<file path="src/rtl/core/robb_pkg.sv">
`default_nettype none
package robb_pkg;

  // configuration port
  localparam int CFG_IDX_W = 3;
  localparam int TOL_BITS  = 10;
  localparam int FACE_W    = 3;

  typedef enum logic [CFG_IDX_W-1:0] {
    REG_CENTER = 3'd0,
    REG_AXIS_X = 3'd1,
    REG_AXIS_Y = 3'd2,
    REG_AXIS_Z = 3'd3,
    REG_HALF   = 3'd4,
    REG_TOL    = 3'd5
  } reg_idx_t;

  typedef enum logic [FACE_W-1:0] {
    FACE_NONE  = 3'd0,
    FACE_POS_X = 3'd1,
    FACE_NEG_X = 3'd2,
    FACE_POS_Y = 3'd3,
    FACE_NEG_Y = 3'd4,
    FACE_POS_Z = 3'd5,
    FACE_NEG_Z = 3'd6
  } face_t;

  // pipeline control shared by the stage groups
  typedef struct packed {
    logic adv;
    logic in_valid;
  } pipe_ctl_t;

endpackage
`default_nettype wire

</file>
<file path="src/rtl/core/robb_cfg.sv">
`default_nettype none
module robb_cfg #(
  parameter int COORD_BITS = 20,
  parameter int FRAC_BITS  = 10,
  parameter int AXIS_BITS  = 16,
  parameter int CFG_W      = 60
) (
  input  wire logic                                clk,
  input  wire logic                                rst,
  input  wire logic                                cfg_valid,
  output logic                                     cfg_ready,
  input  wire logic [robb_pkg::CFG_IDX_W-1:0]      cfg_index,
  input  wire logic [CFG_W-1:0]                    cfg_data,
  output logic [3*COORD_BITS-1:0]                  center,
  output logic [3*AXIS_BITS-1:0]                   axis_x,
  output logic [3*AXIS_BITS-1:0]                   axis_y,
  output logic [3*AXIS_BITS-1:0]                   axis_z,
  output logic [3*COORD_BITS-1:0]                  half,
  output logic [robb_pkg::TOL_BITS-1:0]            tol
);
  import robb_pkg::*;

  localparam int AF = AXIS_BITS - 2;

  // identity axes, half extent of one half
  localparam logic [AXIS_BITS-1:0]  AXIS_ONE = AXIS_BITS'(1) << AF;
  localparam logic [COORD_BITS-1:0] HALF_RST = COORD_BITS'(1) << (FRAC_BITS - 1);

  assign cfg_ready = 1'b1;

  // register writes
  always_ff @(posedge clk) begin
    if (rst) begin
      center <= '0;
      axis_x <= {{(2*AXIS_BITS){1'b0}}, AXIS_ONE};
      axis_y <= {{AXIS_BITS{1'b0}}, AXIS_ONE, {AXIS_BITS{1'b0}}};
      axis_z <= {AXIS_ONE, {(2*AXIS_BITS){1'b0}}};
      half   <= {HALF_RST, HALF_RST, HALF_RST};
      tol    <= TOL_BITS'(1);
    end else if (cfg_valid) begin
      unique case (reg_idx_t'(cfg_index))
        REG_CENTER: center <= cfg_data[3*COORD_BITS-1:0];
        REG_AXIS_X: axis_x <= cfg_data[3*AXIS_BITS-1:0];
        REG_AXIS_Y: axis_y <= cfg_data[3*AXIS_BITS-1:0];
        REG_AXIS_Z: axis_z <= cfg_data[3*AXIS_BITS-1:0];
        REG_HALF:   half   <= cfg_data[3*COORD_BITS-1:0];
        REG_TOL:    tol    <= cfg_data[TOL_BITS-1:0];
        default: ;
      endcase
    end
  end

endmodule
`default_nettype wire

</file>
<file path="config.mk">
export PLATFORM = sky130hd
export DESIGN_NAME = robb_cfg
export DESIGN_NICKNAME = d
export VERILOG_FILES = /design/src/rtl/core/robb_pkg.sv /design/src/rtl/core/robb_cfg.sv
export SDC_FILE = /design/constraint.sdc
export NUM_CORES = 1
export LEC_CHECK = 0
export BUFFER_PORTS_ARGS = -buffer_cell sky130_fd_sc_hd__clkbuf_2
export CAP_MARGIN = 20
export CORE_MARGIN = 4
export CORE_UTILIZATION = 55
export DETAILED_ROUTE_END_ITERATION = 10
export PLACE_DENSITY = 0.82
export SYNTH_ARGS = -nofsm -noshare
export SYNTH_HDL_FRONTEND = slang
export SYNTH_SLANG_ARGS = --single-unit
</file>
<file path="constraint.sdc">
create_clock -name clk -period 1.8 [get_ports clk]
set_input_delay 0.18 -clock clk [delete_from_list [all_inputs] [get_ports clk]]
set_output_delay 0.18 -clock clk [all_outputs]
set_load 0.1 [all_outputs]
</file>
== Word-level counts from Yosys, hierarchy flattened ==
Index checks and enable logic that the tools add are counted.

* Bits in registers: 274
* Input port bits: 66
* Output and inout bits: 275
* Logic and storage cells: 18

* Equal/unequal tests: 5
* Reduce and logical (&&, ||, !) cells: 7

{| class="wikitable"
|+ Operators by type and width
! cell !! number
|-
| $reduce_and A2 Y1 || 6
|-
| $eq A3 B2 Y1 const B || 2
|-
| $eq A3 B3 Y1 const B || 2
|-
| $eq A3 B1 Y1 const B || 1
|-
| $logic_not A3 Y1 || 1
|}

== Logic depth before layout (Yosys ltp) ==
* Depth in word-level cells: 2
* Depth in mapped cells: 6
* Depth with buffers taken out: 2

== Worst setup path after synthesis ==
Ideal clock, no wire load.

* Path type: input port to flip-flop
* Start: in cfg_index[1] (netlist name)
* End: reg center[37]
* Setup time: 0.072 ns
* Arrival: 1.205 ns
* Required time: 1.728 ns
* Path slack: 0.524 ns
* Cell stages on the path: 5
* Buffers on the path: 3
* Path through: buf_2 -> nor4b_4 -> buf_4 -> buf_6 -> mux2i_1

* Longest elaborated chain between the ends: 2

{| class="wikitable"
|+ RTL lines
! what !! line !! RTL
|-
| start: declaration || robb_cfg.sv:12 || <nowiki>input wire logic [robb_pkg::CFG_IDX_W-1:0] cfg_index,</nowiki>
|-
| $logic_not A3 Y1 || robb_cfg.sv:41 || <nowiki>unique case (reg_idx_t'(cfg_index))</nowiki>
|-
| $reduce_and A2 Y1 (no line) || - ||
|-
| end signal: assignment || robb_cfg.sv:42 || <nowiki>REG_CENTER: center <= cfg_data[3*COORD_BITS-1:0];</nowiki>
|-
| end: declaration || robb_cfg.sv:14 || <nowiki>output logic [3*COORD_BITS-1:0] center,</nowiki>
|}

No other way between the ends.
A chain may end at the register's enable or synchronous reset.

== Worst setup path after layout ==
* Start: reg axis_x[3]
* End: out axis_x[3]

{| class="wikitable"
|+ RTL lines
! what !! line !! RTL
|-
| start: declaration || robb_cfg.sv:15 || <nowiki>output logic [3*AXIS_BITS-1:0] axis_x,</nowiki>
|-
| start signal: assignment || robb_cfg.sv:35 || <nowiki>axis_x <= {{(2*AXIS_BITS){1'b0}}, AXIS_ONE};</nowiki>
|-
| start signal: assignment || robb_cfg.sv:43 || <nowiki>REG_AXIS_X: axis_x <= cfg_data[3*AXIS_BITS-1:0];</nowiki>
|}

No word-level cell between the ends.

==> impl_metrics.csv <==
group,metric,value,unit
status,status,"finished clean",
cts,cts_tree,"yes",
timing,tns,0,ns
worst_setup_path,crit_family,"buffers and inverters",
global_route,grt_use_total,0.246,
routing,ant_nets,0,
finish,final_nets,1376,
run,maxCapViolCount,0,
worst_setup_path,critPathLaunch,"axis_x[3]$_SDFFE_PP0P_",
finish,stdcell_count,1591,
worst_setup_path,r2r_slack,1.10,ns
synth,synth_cell_types,14,
worst_setup_path,cp.arrival,1.40,ns
timing,period_needed,1.58,ns
worst_setup_path,crit_slowest_cell,"clkbuf_2",
routing,drt-pass1-iter-count,4,
worst_setup_path,cp_data_required_time,1.62,ns
floorplan,fp.dieW,148,µm
synth,syn_nets,1036,
finish,final_cell_mix,"338 x clkbuf_2, 327 x nand2b_1, 274 x mux2i_1, 274 x dfxtp_1, 29 x clkbuf_16",
timing,fmax,634,MHz
finish,post_route_cells_drive_above_1_share,0.312,
worst_setup_path,reg2regPathDepth,2,
placement,gp_congestion,0.787,
finish,layout_commonest_cell,"clkbuf_2",
worst_setup_path,timing_worst_setup_path_type,"flip-flop to output port",
global_route,grt_max_degree,74,
routing,first_iter_violations,227,
timing,slew_headroom,0.602,
routing,wl,28000,µm
synth,ys_ff_latch,274,
worst_setup_path,regToRegEndpoint,"axis_y[45]$_SDFFE_PP0P_",
floorplan,dieArea,21900,µm²
synth,syn-cell-area,10800,µm²
placement,io_buffers,339,
worst_setup_path,cpPeakStageDelay,0.49,ns
power_and_ir_drop,vdd_drop_max,0.698,mV
worst_setup_path,rr_startpoint,"axis_y[45]$_SDFFE_PP0P_",
floorplan,pin_count,341,
finish,design_area,14000,µm²
floorplan,core-area,19000,µm²
cts,cts_setup_buffers,0,
worst_setup_path,cp_max_fo,2,
timing,tightest_slew,0.600,ns
worst_setup_path,timing.critical_path.to,"axis_x[3]",
min_path,hold_class,"primary input to flip-flop",
global_route,grt_pass1_vias,8158,
min_path,min_path_cells,3,
finish,area_growth_syn_to_layout,30.1,%
routing,drc,0,
timing,rsz0062_at_grt,"no",
power_and_ir_drop,leakagePower,7.20,nW
floorplan,start_util,0.567,
routing,vias_per_cell,4.98,
timing,fin_crit_sh,0.876,
finish,final_util,0.738,
placement,dpl-instance-area,12900,µm²
timing,drv_slew,0,
power_and_ir_drop,power_density,1020,nW/µm²
placement,pre_cts_slack,0.272,ns
global_route,antenna_found_initial,1,
synth,yosys_warnings,0,
timing,fin_ws,0.223,ns
routing,wl_per_cell,17.6,µm
global_route,grt_overflow,0,
worst_setup_path,crit_cells,1,
cts,cts_htree_levels,1,
cts,cts_root_buf,"clkbuf_16",
cts,cts_made_buffers,28,
cts,clkTransAtPathRegs,0.06,ns
synth,avgSynthCellArea,11.1,µm²
global_route,grt_pass1_wl,44200,µm
cts,clock-sinks,274,
floorplan,die_h,148,µm
worst_setup_path,cp_num_buf_inv,1,
routing,vias,7929,
timing,clock_skew,0,ns
worst_setup_path,crit_chain,"clkbuf_2",
worst_setup_path,cp-end-kind,"output port",
synth,synthCells,970,
placement,dp_hpwl,19400,µm
cts,clock_path_buffers,3,
timing,setup-violations-final,0,
placement,dp.cells,1522,
synth,ys_seq_area_frac,0.508,
floorplan,row_count,50,
worst_setup_path,startpoint_type,"flip-flop",
timing,hold_viol,0,
cts,worstSkewPairLatency,0.52,ns
## stage by stage
stage | power [W] | hold WS (ns)
after floorplan | 0.00787 | 0.335
after global placement | 0.00825 | 0.445
after detailed placement | 0.00827 | 0.454
after CTS | 0.0144 | 0.0110
after global routing | 0.0148 | 0.0338
final | 0.0143 | 0.0227
## repair_timing
| item | 4_1_cts | 5_1_grt |
|---|---|---|
| hold buffers | 18 | 0 |
| endpoints found under the hold margin | 30 | 0 |
| resized for setup | 0 | 0 |
## where the power goes
| part | switching, W | internal [W] |
|---|---|---|
| registers | 0.0000766 | 0.00620 |
| logic | 0.00142 | 0.000467 |
| clock network | 0.00234 | 0.00383 |
| total | 0.00384 | 0.0105 |
## kinds of logic after synthesis
family	Yosys count	synth area share
other cells	1	0.000347
buf+inv	72	0.0337
flops	274	0.508
simple gates	349	0.204
mux	274	0.254
## state kept, by name, summed over array words and instances, names as in the netlist
| name | cells |
|---|---|
| axis_y | 48 |
| tol | 10 |
| axis_x | 48 |
| axis_z | 48 |
| half | 60 |
| center | 60 |
## final cells by class
| cell class | count | area [µm²] |
|---|---|---|
| well taps | 260 | 325 |
| repair buffers | 382 | 2220 |
| diodes | 1 | 2.50 |
| flip-flops and latches | 274 | 5490 |
| fillers | 1392 | 4980 |
| clock inverters | 8 | 143 |
| multi-input cells | 624 | 5010 |
| clock buffers | 42 | 855 |
## synthesized netlist by cell type (all sizes together)
master | count | area (µm²)
or4b | 1 | 13.8
nor2 | 14 | 52.6
nor4b | 1 | 23.8
clkbuf | 39 | 146
nand4bb | 3 | 33.8
nand2b | 327 | 2050
mux2i | 274 | 2740
dfxtp | 274 | 5490
nand4b | 2 | 17.5
nor4bb | 1 | 10.0
buf | 33 | 218
conb | 1 | 3.75
## layer usage
metal  routed length [µm]  global-route usage  vias up  share of wire
met3                 2120              0.0637       73          0.075
met1                11300               0.297     3700           0.40
met5                    0                   0        -              0
met4                 1200               0.103        0          0.043
li1                     -                   -     3890              -
met2                13400               0.420      266           0.48
## worst reg2reg max path: cells and delay by family, from the launching register on
kind          cells  cell delay, ns
flops             1            0.37
mux               1            0.18
simple gates      1            0.07
## worst min path at each step
stage | from | to
after floorplan | cfg_data[49] | center[49]$_SDFFE_PP0P_
after global placement | cfg_data[49] | center[49]$_SDFFE_PP0P_
after detailed placement | cfg_data[49] | center[49]$_SDFFE_PP0P_
after CTS | cfg_data[19] | half[19]$_SDFFE_PP0P_
after global routing | cfg_data[45] | half[45]$_SDFFE_PP0P_
final | cfg_data[13] | axis_z[13]$_SDFFE_PP0P_
(Power assumes the default switching activity.)
